File: src/rtl/kfe_pkg.sv
`timescale 1ns / 1ps
// shared types and constants for the knapsack fitness evaluator
package kfe_pkg;

	// field widths fixed by the item and result formats
	localparam int IDX_W      = 6;
	localparam int ENTRY_W    = 8;
	localparam int GENOME_W   = 50;
	localparam int SUM_W      = 14;
	localparam int CAP_W      = 14;
	localparam int COEF_W     = 16;
	localparam int PROD_W     = 2 * SUM_W;
	localparam int FRAC_W     = 16;
	localparam int FIT_W      = PROD_W + FRAC_W;
	localparam int DIV_CNT_W  = $clog2(COEF_W);
	localparam int CFG_IDX_W  = 8;
	localparam int CFG_DATA_W = 16;

	// reset values of the configuration registers
	localparam logic [CAP_W-1:0]  CAP_RESET  = 14'd60;
	localparam logic [COEF_W-1:0] COEF_RESET = 16'd6554;

	// action codes
	localparam logic ACT_LOAD = 1'b0;
	localparam logic ACT_EVAL = 1'b1;

	// configuration register indexes
	localparam logic [CFG_IDX_W-1:0] CFG_CAPACITY = 8'd0;
	localparam logic [CFG_IDX_W-1:0] CFG_PENALTY  = 8'd1;

	// partial sums handed from cell to cell
	typedef struct packed {
		logic             valid;
		logic [SUM_W-1:0] value;
		logic [SUM_W-1:0] weight;
	} kfe_link_t;

	// one finished result
	typedef struct packed {
		logic [SUM_W-1:0] total_value;
		logic [SUM_W-1:0] total_weight;
		logic             overweight;
		logic [FIT_W-1:0] fitness;
	} kfe_res_t;

	typedef enum logic [1:0] {
		POST_IDLE,
		POST_MUL,
		POST_DIV,
		POST_DONE
	} post_state_t;

endpackage

File: src/rtl/kfe_if.sv
`timescale 1ns / 1ps
// channel interfaces: command stream, result stream and config write
interface kfe_cmd_if;
	logic                         valid;
	logic                         ready;
	logic                         action;
	logic [kfe_pkg::IDX_W-1:0]    item_index;
	logic [kfe_pkg::ENTRY_W-1:0]  item_weight;
	logic [kfe_pkg::ENTRY_W-1:0]  item_price;
	logic [kfe_pkg::GENOME_W-1:0] genome;

	modport source (output valid, action, item_index, item_weight, item_price, genome,
		input ready);
	modport sink (input valid, action, item_index, item_weight, item_price, genome,
		output ready);
endinterface

interface kfe_res_if;
	logic                      valid;
	logic                      ready;
	logic [kfe_pkg::SUM_W-1:0] total_value;
	logic [kfe_pkg::SUM_W-1:0] total_weight;
	logic                      overweight;
	logic [kfe_pkg::FIT_W-1:0] fitness;

	modport source (output valid, total_value, total_weight, overweight, fitness,
		input ready);
	modport sink (input valid, total_value, total_weight, overweight, fitness,
		output ready);
endinterface

interface kfe_cfg_if;
	logic                           valid;
	logic                           ready;
	logic [kfe_pkg::CFG_IDX_W-1:0]  index;
	logic [kfe_pkg::CFG_DATA_W-1:0] wdata;

	modport source (output valid, index, wdata, input ready);
	modport sink (input valid, index, wdata, output ready);
endinterface

File: src/rtl/knapsack_fitness_eval_top.sv
`timescale 1ns / 1ps
// top level of the knapsack fitness evaluator
//
// knapsack fitness evaluator. a row of ITEM_COUNT cells holds the weight and
// price of each item; a load transaction (action 0) writes one cell and
// gives no result, and a load to an index at or above ITEM_COUNT is
// dropped. an evaluate transaction (action 1) latches the genome and sends a
// token with zeroed sums down the cell row, one cell per cycle, each cell
// adding its entry when its genome bit is set. the final stage then checks the
// total weight against capacity: within capacity a 14x14 multiply gives
// fitness = value * weight in Q28.16, over capacity a radix-2 restoring divider
// gives penalty_coefficient / (weight - capacity), one quotient bit per cycle.
// an evaluate result passes through the cell row and then the multiply or,
// over capacity, the 16-step divide. one evaluation is in flight
// at a time; cmd.ready returns as soon as the result moves into the output
// register, so the next transaction is taken while that result still waits on
// res.ready. table entries hold nothing meaningful until loaded. config writes
// are always taken and should be made while the block is idle.
module knapsack_fitness_eval_top #(
	parameter int ITEM_COUNT = 50
) (
	input  logic           clk,
	input  logic           arst_n,
	kfe_cmd_if.sink        cmd,
	kfe_res_if.source      res,
	kfe_cfg_if.sink        cfg
);

	// configuration registers
	logic [kfe_pkg::CAP_W-1:0]    cap_q;
	logic [kfe_pkg::COEF_W-1:0]   coef_q;

	// input side control
	logic                         cmd_acc;
	logic                         eval_acc;
	logic                         load_acc;
	logic                         busy_q;

	// chain head, latched genome and cell links
	logic [kfe_pkg::GENOME_W-1:0] genome_q;
	logic                         start_q;
	kfe_pkg::kfe_link_t           link [ITEM_COUNT+1];

	// final stage and output register
	logic                         post_done;
	logic                         take;
	kfe_pkg::kfe_res_t            post_res;
	kfe_pkg::kfe_res_t            res_q;
	logic                         res_valid_q;

	// one evaluation in flight; loads are only taken while idle too
	assign cmd.ready = !busy_q;
	assign cmd_acc   = cmd.valid && cmd.ready;
	assign eval_acc  = cmd_acc && (cmd.action == kfe_pkg::ACT_EVAL);
	assign load_acc  = cmd_acc && (cmd.action == kfe_pkg::ACT_LOAD);

	// result moves to the output register when that register is empty or being read
	assign take = post_done && (!res_valid_q || res.ready);

	// config write port, always ready
	assign cfg.ready = 1'b1;

	always_ff @(posedge clk or negedge arst_n) begin
		if (!arst_n) begin
			cap_q  <= kfe_pkg::CAP_RESET;
			coef_q <= kfe_pkg::COEF_RESET;
		end else if (cfg.valid && cfg.ready) begin
			unique case (cfg.index)
				kfe_pkg::CFG_CAPACITY: cap_q  <= cfg.wdata[kfe_pkg::CAP_W-1:0];
				kfe_pkg::CFG_PENALTY:  coef_q <= cfg.wdata[kfe_pkg::COEF_W-1:0];
				default: ;
			endcase
		end
	end

	// busy from evaluate acceptance until its result is handed off
	always_ff @(posedge clk or negedge arst_n) begin
		if (!arst_n) begin
			busy_q  <= 1'b0;
			start_q <= 1'b0;
		end else begin
			start_q <= eval_acc;
			if (eval_acc) begin
				busy_q <= 1'b1;
			end else if (take) begin
				busy_q <= 1'b0;
			end
		end
	end

	always_ff @(posedge clk) begin
		if (eval_acc) begin
			genome_q <= cmd.genome;
		end
	end

	// token enters the row with zeroed sums
	assign link[0].valid  = start_q;
	assign link[0].value  = '0;
	assign link[0].weight = '0;

	for (genvar i = 0; i < ITEM_COUNT; i++) begin : g_cell
		logic ld_en;
		logic sel;

		assign ld_en = load_acc && (cmd.item_index == kfe_pkg::IDX_W'(i));

		// genome bits beyond the field width never select a cell
		if (i < kfe_pkg::GENOME_W) begin : g_sel
			assign sel = genome_q[i];
		end else begin : g_nosel
			assign sel = 1'b0;
		end

		kfe_cell u_cell (
			.clk       (clk),
			.arst_n    (arst_n),
			.ld_en     (ld_en),
			.ld_weight (cmd.item_weight),
			.ld_price  (cmd.item_price),
			.sel       (sel),
			.link_i    (link[i]),
			.link_o    (link[i+1])
		);
	end

	kfe_post u_post (
		.clk      (clk),
		.arst_n   (arst_n),
		.tail     (link[ITEM_COUNT]),
		.capacity (cap_q),
		.coef     (coef_q),
		.take     (take),
		.done     (post_done),
		.res      (post_res)
	);

	// output register, decouples the result transaction from the engine
	always_ff @(posedge clk or negedge arst_n) begin
		if (!arst_n) begin
			res_valid_q <= 1'b0;
		end else if (take) begin
			res_valid_q <= 1'b1;
		end else if (res.ready) begin
			res_valid_q <= 1'b0;
		end
	end

	always_ff @(posedge clk) begin
		if (take) begin
			res_q <= post_res;
		end
	end

	assign res.valid        = res_valid_q;
	assign res.total_value  = res_q.total_value;
	assign res.total_weight = res_q.total_weight;
	assign res.overweight   = res_q.overweight;
	assign res.fitness      = res_q.fitness;

endmodule

File: src/rtl/kfe_cell.sv
`timescale 1ns / 1ps
// one item cell: holds a weight and price entry and adds it to the passing sums
module kfe_cell (
	input  logic                        clk,
	input  logic                        arst_n,
	input  logic                        ld_en,
	input  logic [kfe_pkg::ENTRY_W-1:0] ld_weight,
	input  logic [kfe_pkg::ENTRY_W-1:0] ld_price,
	input  logic                        sel,
	input  kfe_pkg::kfe_link_t          link_i,
	output kfe_pkg::kfe_link_t          link_o
);

	logic [kfe_pkg::ENTRY_W-1:0] weight_q;
	logic [kfe_pkg::ENTRY_W-1:0] price_q;
	logic [kfe_pkg::ENTRY_W-1:0] add_w;
	logic [kfe_pkg::ENTRY_W-1:0] add_p;
	logic                        valid_q;
	logic [kfe_pkg::SUM_W-1:0]   value_q;
	logic [kfe_pkg::SUM_W-1:0]   wsum_q;

	always_ff @(posedge clk) begin
		if (ld_en) begin
			weight_q <= ld_weight;
			price_q  <= ld_price;
		end
	end

	assign add_w = sel ? weight_q : '0;
	assign add_p = sel ? price_q : '0;

	always_ff @(posedge clk or negedge arst_n) begin
		if (!arst_n) begin
			valid_q <= 1'b0;
		end else begin
			valid_q <= link_i.valid;
		end
	end

	always_ff @(posedge clk) begin
		value_q <= link_i.value
			+ {{(kfe_pkg::SUM_W-kfe_pkg::ENTRY_W){1'b0}}, add_p};
		wsum_q  <= link_i.weight
			+ {{(kfe_pkg::SUM_W-kfe_pkg::ENTRY_W){1'b0}}, add_w};
	end

	assign link_o = {valid_q, value_q, wsum_q};

endmodule

File: src/rtl/kfe_post.sv
`timescale 1ns / 1ps
// final stage: capacity check, product or penalty division, result hold
module kfe_post (
	input  logic                        clk,
	input  logic                        arst_n,
	input  kfe_pkg::kfe_link_t          tail,
	input  logic [kfe_pkg::CAP_W-1:0]   capacity,
	input  logic [kfe_pkg::COEF_W-1:0]  coef,
	input  logic                        take,
	output logic                        done,
	output kfe_pkg::kfe_res_t           res
);

	kfe_pkg::post_state_t state_q;
	kfe_pkg::post_state_t state_nxt;

	logic [kfe_pkg::SUM_W-1:0]     val_q;
	logic [kfe_pkg::SUM_W-1:0]     wt_q;
	logic                          over_q;
	logic [kfe_pkg::SUM_W-1:0]     excess_q;
	logic [kfe_pkg::PROD_W-1:0]    prod_q;
	logic [kfe_pkg::SUM_W-1:0]     rem_q;
	logic [kfe_pkg::COEF_W-1:0]    dvd_q;
	logic [kfe_pkg::DIV_CNT_W-1:0] cnt_q;

	logic [kfe_pkg::SUM_W:0]       trial;
	logic                          fits;

	// restoring divider step, one quotient bit per cycle
	assign trial = {rem_q, dvd_q[kfe_pkg::COEF_W-1]};
	assign fits  = trial >= {1'b0, excess_q};

	always_comb begin
		state_nxt = state_q;
		unique case (state_q)
			kfe_pkg::POST_IDLE: if (tail.valid) begin
				state_nxt = (tail.weight > capacity) ? kfe_pkg::POST_DIV : kfe_pkg::POST_MUL;
			end
			kfe_pkg::POST_MUL:  state_nxt = kfe_pkg::POST_DONE;
			kfe_pkg::POST_DIV:  if (cnt_q == '0) begin
				state_nxt = kfe_pkg::POST_DONE;
			end
			kfe_pkg::POST_DONE: if (take) begin
				state_nxt = kfe_pkg::POST_IDLE;
			end
			default:            state_nxt = kfe_pkg::POST_IDLE;
		endcase
	end

	always_comb begin
		done = 1'b0;
		unique case (state_q)
			kfe_pkg::POST_DONE: done = 1'b1;
			default:            done = 1'b0;
		endcase
	end

	always_ff @(posedge clk or negedge arst_n) begin
		if (!arst_n) begin
			state_q <= kfe_pkg::POST_IDLE;
		end else begin
			state_q <= state_nxt;
		end
	end

	always_ff @(posedge clk) begin
		unique case (state_q)
			kfe_pkg::POST_IDLE: if (tail.valid) begin
				val_q    <= tail.value;
				wt_q     <= tail.weight;
				over_q   <= tail.weight > capacity;
				excess_q <= tail.weight - capacity;
				rem_q    <= '0;
				dvd_q    <= coef;
				cnt_q    <= '1;
			end
			kfe_pkg::POST_MUL: begin
				prod_q <= kfe_pkg::PROD_W'(val_q) * kfe_pkg::PROD_W'(wt_q);
			end
			kfe_pkg::POST_DIV: begin
				rem_q <= fits ? kfe_pkg::SUM_W'(trial - {1'b0, excess_q})
					: trial[kfe_pkg::SUM_W-1:0];
				dvd_q <= {dvd_q[kfe_pkg::COEF_W-2:0], fits};
				cnt_q <= cnt_q - 1'b1;
			end
			default: ;
		endcase
	end

	assign res.total_value  = val_q;
	assign res.total_weight = wt_q;
	assign res.overweight   = over_q;
	assign res.fitness      = over_q
		? {{(kfe_pkg::FIT_W-kfe_pkg::COEF_W){1'b0}}, dvd_q}
		: {prod_q, {kfe_pkg::FRAC_W{1'b0}}};

endmodule

File: src/flat_wrapper.sv
// flat-port wrapper written by rule: the top's interface ports become plain ports
module knapsack_fitness_eval_top_flat 
#(
	parameter int ITEM_COUNT = 50
)
  (clk, arst_n, cmd_valid, cmd_action, cmd_item_index, cmd_item_weight, cmd_item_price, cmd_genome, cmd_ready, res_valid, res_total_value, res_total_weight, res_overweight, res_fitness, res_ready, cfg_valid, cfg_index, cfg_wdata, cfg_ready);
  kfe_cmd_if cmd_i ();
  kfe_res_if res_i ();
  kfe_cfg_if cfg_i ();
  input  logic clk;
  input  logic arst_n;
  input wire logic [$bits(cmd_i.valid)-1:0] cmd_valid;
  input wire logic [$bits(cmd_i.action)-1:0] cmd_action;
  input wire logic [$bits(cmd_i.item_index)-1:0] cmd_item_index;
  input wire logic [$bits(cmd_i.item_weight)-1:0] cmd_item_weight;
  input wire logic [$bits(cmd_i.item_price)-1:0] cmd_item_price;
  input wire logic [$bits(cmd_i.genome)-1:0] cmd_genome;
  output wire logic [$bits(cmd_i.ready)-1:0] cmd_ready;
  output wire logic [$bits(res_i.valid)-1:0] res_valid;
  output wire logic [$bits(res_i.total_value)-1:0] res_total_value;
  output wire logic [$bits(res_i.total_weight)-1:0] res_total_weight;
  output wire logic [$bits(res_i.overweight)-1:0] res_overweight;
  output wire logic [$bits(res_i.fitness)-1:0] res_fitness;
  input wire logic [$bits(res_i.ready)-1:0] res_ready;
  input wire logic [$bits(cfg_i.valid)-1:0] cfg_valid;
  input wire logic [$bits(cfg_i.index)-1:0] cfg_index;
  input wire logic [$bits(cfg_i.wdata)-1:0] cfg_wdata;
  output wire logic [$bits(cfg_i.ready)-1:0] cfg_ready;
  assign cmd_i.valid = cmd_valid;
  assign cmd_i.action = cmd_action;
  assign cmd_i.item_index = cmd_item_index;
  assign cmd_i.item_weight = cmd_item_weight;
  assign cmd_i.item_price = cmd_item_price;
  assign cmd_i.genome = cmd_genome;
  assign cmd_ready = cmd_i.ready;
  assign res_valid = res_i.valid;
  assign res_total_value = res_i.total_value;
  assign res_total_weight = res_i.total_weight;
  assign res_overweight = res_i.overweight;
  assign res_fitness = res_i.fitness;
  assign res_i.ready = res_ready;
  assign cfg_i.valid = cfg_valid;
  assign cfg_i.index = cfg_index;
  assign cfg_i.wdata = cfg_wdata;
  assign cfg_ready = cfg_i.ready;
  knapsack_fitness_eval_top #(.ITEM_COUNT(ITEM_COUNT)) u_core (.clk(clk), .arst_n(arst_n), .cmd(cmd_i), .res(res_i), .cfg(cfg_i));
endmodule
File: config.mk
export PLATFORM = sky130hd
export DESIGN_NAME = knapsack_fitness_eval_top_flat
export DESIGN_NICKNAME = d
export VERILOG_FILES = /design/src/rtl/kfe_pkg.sv /design/src/rtl/kfe_if.sv /design/src/rtl/knapsack_fitness_eval_top.sv /design/src/rtl/kfe_cell.sv /design/src/rtl/kfe_post.sv /design/src/flat_wrapper.sv
export SDC_FILE = /design/constraint.sdc
export NUM_CORES = 2
export LEC_CHECK = 0
export ABC_AREA = 1
export BUFFER_PORTS_ARGS = -buffer_cell sky130_fd_sc_hd__buf_2
export CORE_MARGIN = 5
export CORE_UTILIZATION = 51
export DETAILED_ROUTE_END_ITERATION = 10
export PLACE_DENSITY = 0.65
export SYNTH_ARGS = -nofsm -noshare
export SYNTH_HDL_FRONTEND = slang
export SYNTH_SLANG_ARGS = --single-unit
File: constraint.sdc
create_clock -name clk -period 6 [get_ports clk]
set_input_delay 1.2 -clock clk [delete_from_list [all_inputs] [get_ports clk]]
set_output_delay 1.2 -clock clk [all_outputs]
set_load 0.01 [all_outputs]
==> summary.txt <==
Core ar. -> 0.238 sq mm
Int Pwr -> 38.7 mW
largest net degree at the start of global routing -> 78
Die Ht -> 499 um
Top Ports -> 178
clk buf depth -> 4
Psw -> 19.5 mW
crit-path max cell delay -> 0.85 ns
crit share post-route -> 0.942
synth unique cells -> 53
CTS Buf Count -> 286
post-route DRC violation count -> 0
Iter 0 DRT Violations -> 5384
Nets -> 15000
die area -> 0.249 sq mm
Slowest-stage cell, CP -> edfxtp_1
reg2reg setup slack -> 0.35 ns
status -> completed
Sw Ratio -> 0.335
max-slew violation count -> 0
Vias/cell -> 5.02
Sequential Power Share -> 0.420
final instance area -> 0.136 sq mm
ranking of synthesized cells by area -> edfxtp_1 (25%), dfxtp_1 (22%), nand2_1 (9.8%)
worst-skew pair later-pin latency -> 0.93 ns
leakage power -> 65.9 nW
number of global-route vias before repair -> 86400
Synth top area share -> 0.254
Syn Nets -> 14600
via count -> 85800
post-route ant nets -> 0
Reg clk slew, reported paths -> 0.06 ns
CP Capture Type -> flip-flop
P&R area growth vs syn -> 11.8%
fillcell total -> 20700
minimum clock period -> 5.65 ns
top achievable clock speed -> 177 MHz
Crit Path Category -> reg2reg
crit path DAT -> 6.29 ns
placed inst area -> 0.127 sq mm
Startpoint Class -> flip-flop
Tightest Pin Transition -> 1.36 ns
critical-path maximum fanout -> 15
largest area contributor in the netlist -> edfxtp_1
final hold vios -> 0
post-synthesis sequential area ratio -> 0.495
number of buffers and inverters on the critical path -> 5
ys flop type -> dfxtp_1
# rows -> 179
crit-path cells -> nand2_1 -> fa_1 -> inv_1 -> fa_1 -> inv_1 -> fa_1 -> inv_1 -> fa_1 -> fa_1 -> inv_1 -> fa_1 -> inv_1 -> ha_1 -> a21oi_1 -> o21ai_0 -> nand2_1 -> nand2_1 -> nand2_1 -> nand3_1 -> nand2_1 -> nand2_1
clock root cell -> clkbuf_16
type of the worst min-delay path -> in2async
gpl congestion -> 0.882
Total GRT Usage -> 0.227
DP HPWL -> 206000 um
Clock Sinks -> 2471
WP depth -> 21
post-synthesis async set-or-reset flop share -> 0.0344
max_cap viols -> 0
Fin Setup TNS -> 0 ns
initial antenna violation count -> 20
Die X -> 499 um
FF-to-FF Start -> u_core.u_post.val_q[3]
reg-to-reg endpoint -> u_core.u_post.prod_q[25]
Slew HR -> 0.0894
H-tree levels -> 5
Post-Syn Instances -> 13300
Synth Register Bits -> 2471
GR Overflow Total -> 0
worst vdd ir -> 0.000245 V
final WL -> 284000 um
Mapped Area -> 0.122 sq mm
Yosys warnings -> 0
CTS tree -> yes
final setup fails -> 0
skew final -> 0.0588 ns
Comb power frac -> 0.285
r2r worst-path depth -> 21
PwrDens -> 428 mW/mm^2
CP top delay family -> adder cells
EDFF count, synth -> 1028
unrepaired setup endpoints after global routing -> no
Worst EP required -> 6.63 ns
DR WL/cell -> 16.6 um
First-pass DRT Iterations -> 6
clock network power share -> 0.295
PortBufs -> 176
Mapped Avg Cell Area -> 9.15 sq um
first-pass GRT wire length -> 455000 um
share of cells above drive strength 1 -> 0.0564
Starting Density -> 0.512
## state kept, by name (all words and copies together) (netlist names), 28 cells and up
signal,count
u_core.g_cell.u_cell.value_q,679
u_core.genome_q,50
u_core.g_cell.u_cell.valid_q,50
u_core.g_cell.u_cell.weight_q,400
u_core.res.fitness,44
u_core.g_cell.u_cell.wsum_q,679
u_core.g_cell.u_cell.price_q,400
u_core.u_post.prod_q,28
## final cells by class
class	instances	area, sq um	area share
clock buffer	385	8130	0.0598
tap	3167	3960	0.0291
inverter	2202	8270	0.0608
multi-input combinational	8488	52700	0.387
timing repair buffer	266	1600	0.0118
sequential	2471	60200	0.442
clock inverter	114	1190	0.00874
antenna	7	17.5	0.000129
## cell families after synthesis
kind of cell,count (synthesis),synth area share
AOI/OAI and AO/OA,1289,0.0555
adders and majority gates,1150,0.133
other,1,0.0000308
buffers and inverters,2351,0.0727
and+or+nand+nor,4959,0.166
xor gates and xnor gates,1089,0.0784
DFF,2471,0.495
## layer usage
metal,wire [um],global-route usage,vias to the layer above,share of wire
met5,20,0,-,0.000070
met4,9180,0.0736,4,0.032
met3,12600,0.0312,514,0.044
met2,139000,0.402,1761,0.49
met1,123000,0.287,40400,0.43
li1,-,-,43100,-
## cell usage in the layout (no fill, tap or decap), types with 67 or more instances in the layout
cell          n
ha_1        909
dfrtp_1      74
nor2_1      851
inv_1      2197
buf_4       107
xnor2_1     491
o21ai_0     394
fa_1        241
nand3b_1     67
clkbuf_16   302
xor2_1      598
dfxtp_1    1358
edfxtp_1   1028
buf_2       159
nand3_1     570
nand2_1    3176
a21oi_1     760
nand4_1      69
nor3_1      140
## metrics by stage
stage | cells | setup slack (ns) | hold WS [ns] | power [mW] | util
after floorplan | 13300 | 0.686 | 0.331 | 36.5 | -
after global placement | 16600 | 0.330 | 0.334 | 41.0 | 0.533
after detailed placement | 16600 | 0.279 | 0.335 | 41.2 | 0.533
after CTS | 17100 | 0.226 | 0.0460 | 58.7 | 0.573
after global routing | 17100 | 0.0205 | 0.0702 | 62.1 | 0.573
final | 17100 | 0.346 | 0.118 | 58.2 | 0.573
## cells in the mapped netlist (52+ instances only)
master    instances
nand2_1        3176
inv_1          2198
dfxtp_1        1358
edfxtp_1       1028
ha_1            909
nor2_1          852
a21oi_1         761
xor2_1          598
nand3_1         572
xnor2_1         491
o21ai_0         397
fa_1            241
clkbuf_1        143
nor3_1          140
dfrtp_1          74
nand4_1          69
nand3b_1         67
or2_2            52
## worst max-delay path by stage
stage	startpoint	slack (ns)	to
CTS	u_core.u_post.val_q[7]	0.23	u_core.u_post.prod_q[21]
global placement	u_core.u_post.val_q[7]	0.33	u_core.u_post.prod_q[25]
finish	u_core.u_post.val_q[3]	0.35	u_core.u_post.prod_q[25]
detailed placement	u_core.u_post.val_q[7]	0.28	u_core.u_post.prod_q[21]
floorplan	res_ready	0.69	u_core.res.fitness[0]
global route	u_core.u_post.val_q[3]	0.02	u_core.u_post.prod_q[25]
## timing repair
action | CTS | global route
hold endpoints to repair | 0 | 0
gates resized for setup | 0 | 2
hold buffers | 0 | 0
endpoints found under the setup margin | 0 | 3
buffers inserted | 0 | 1
## power by group through the flow
stage          logic, mW  registers (mW)  clock network (mW)
2_1_floorplan       12.9            23.6                   0
3_3_place_gp        16.2            24.7                   0
3_5_place_dp        16.5            24.7                   0
4_1_cts             16.7            24.5                17.6
5_1_grt             19.0            24.8                18.3
6_report            16.6            24.4                17.2
(Power assumes the default switching activity.)
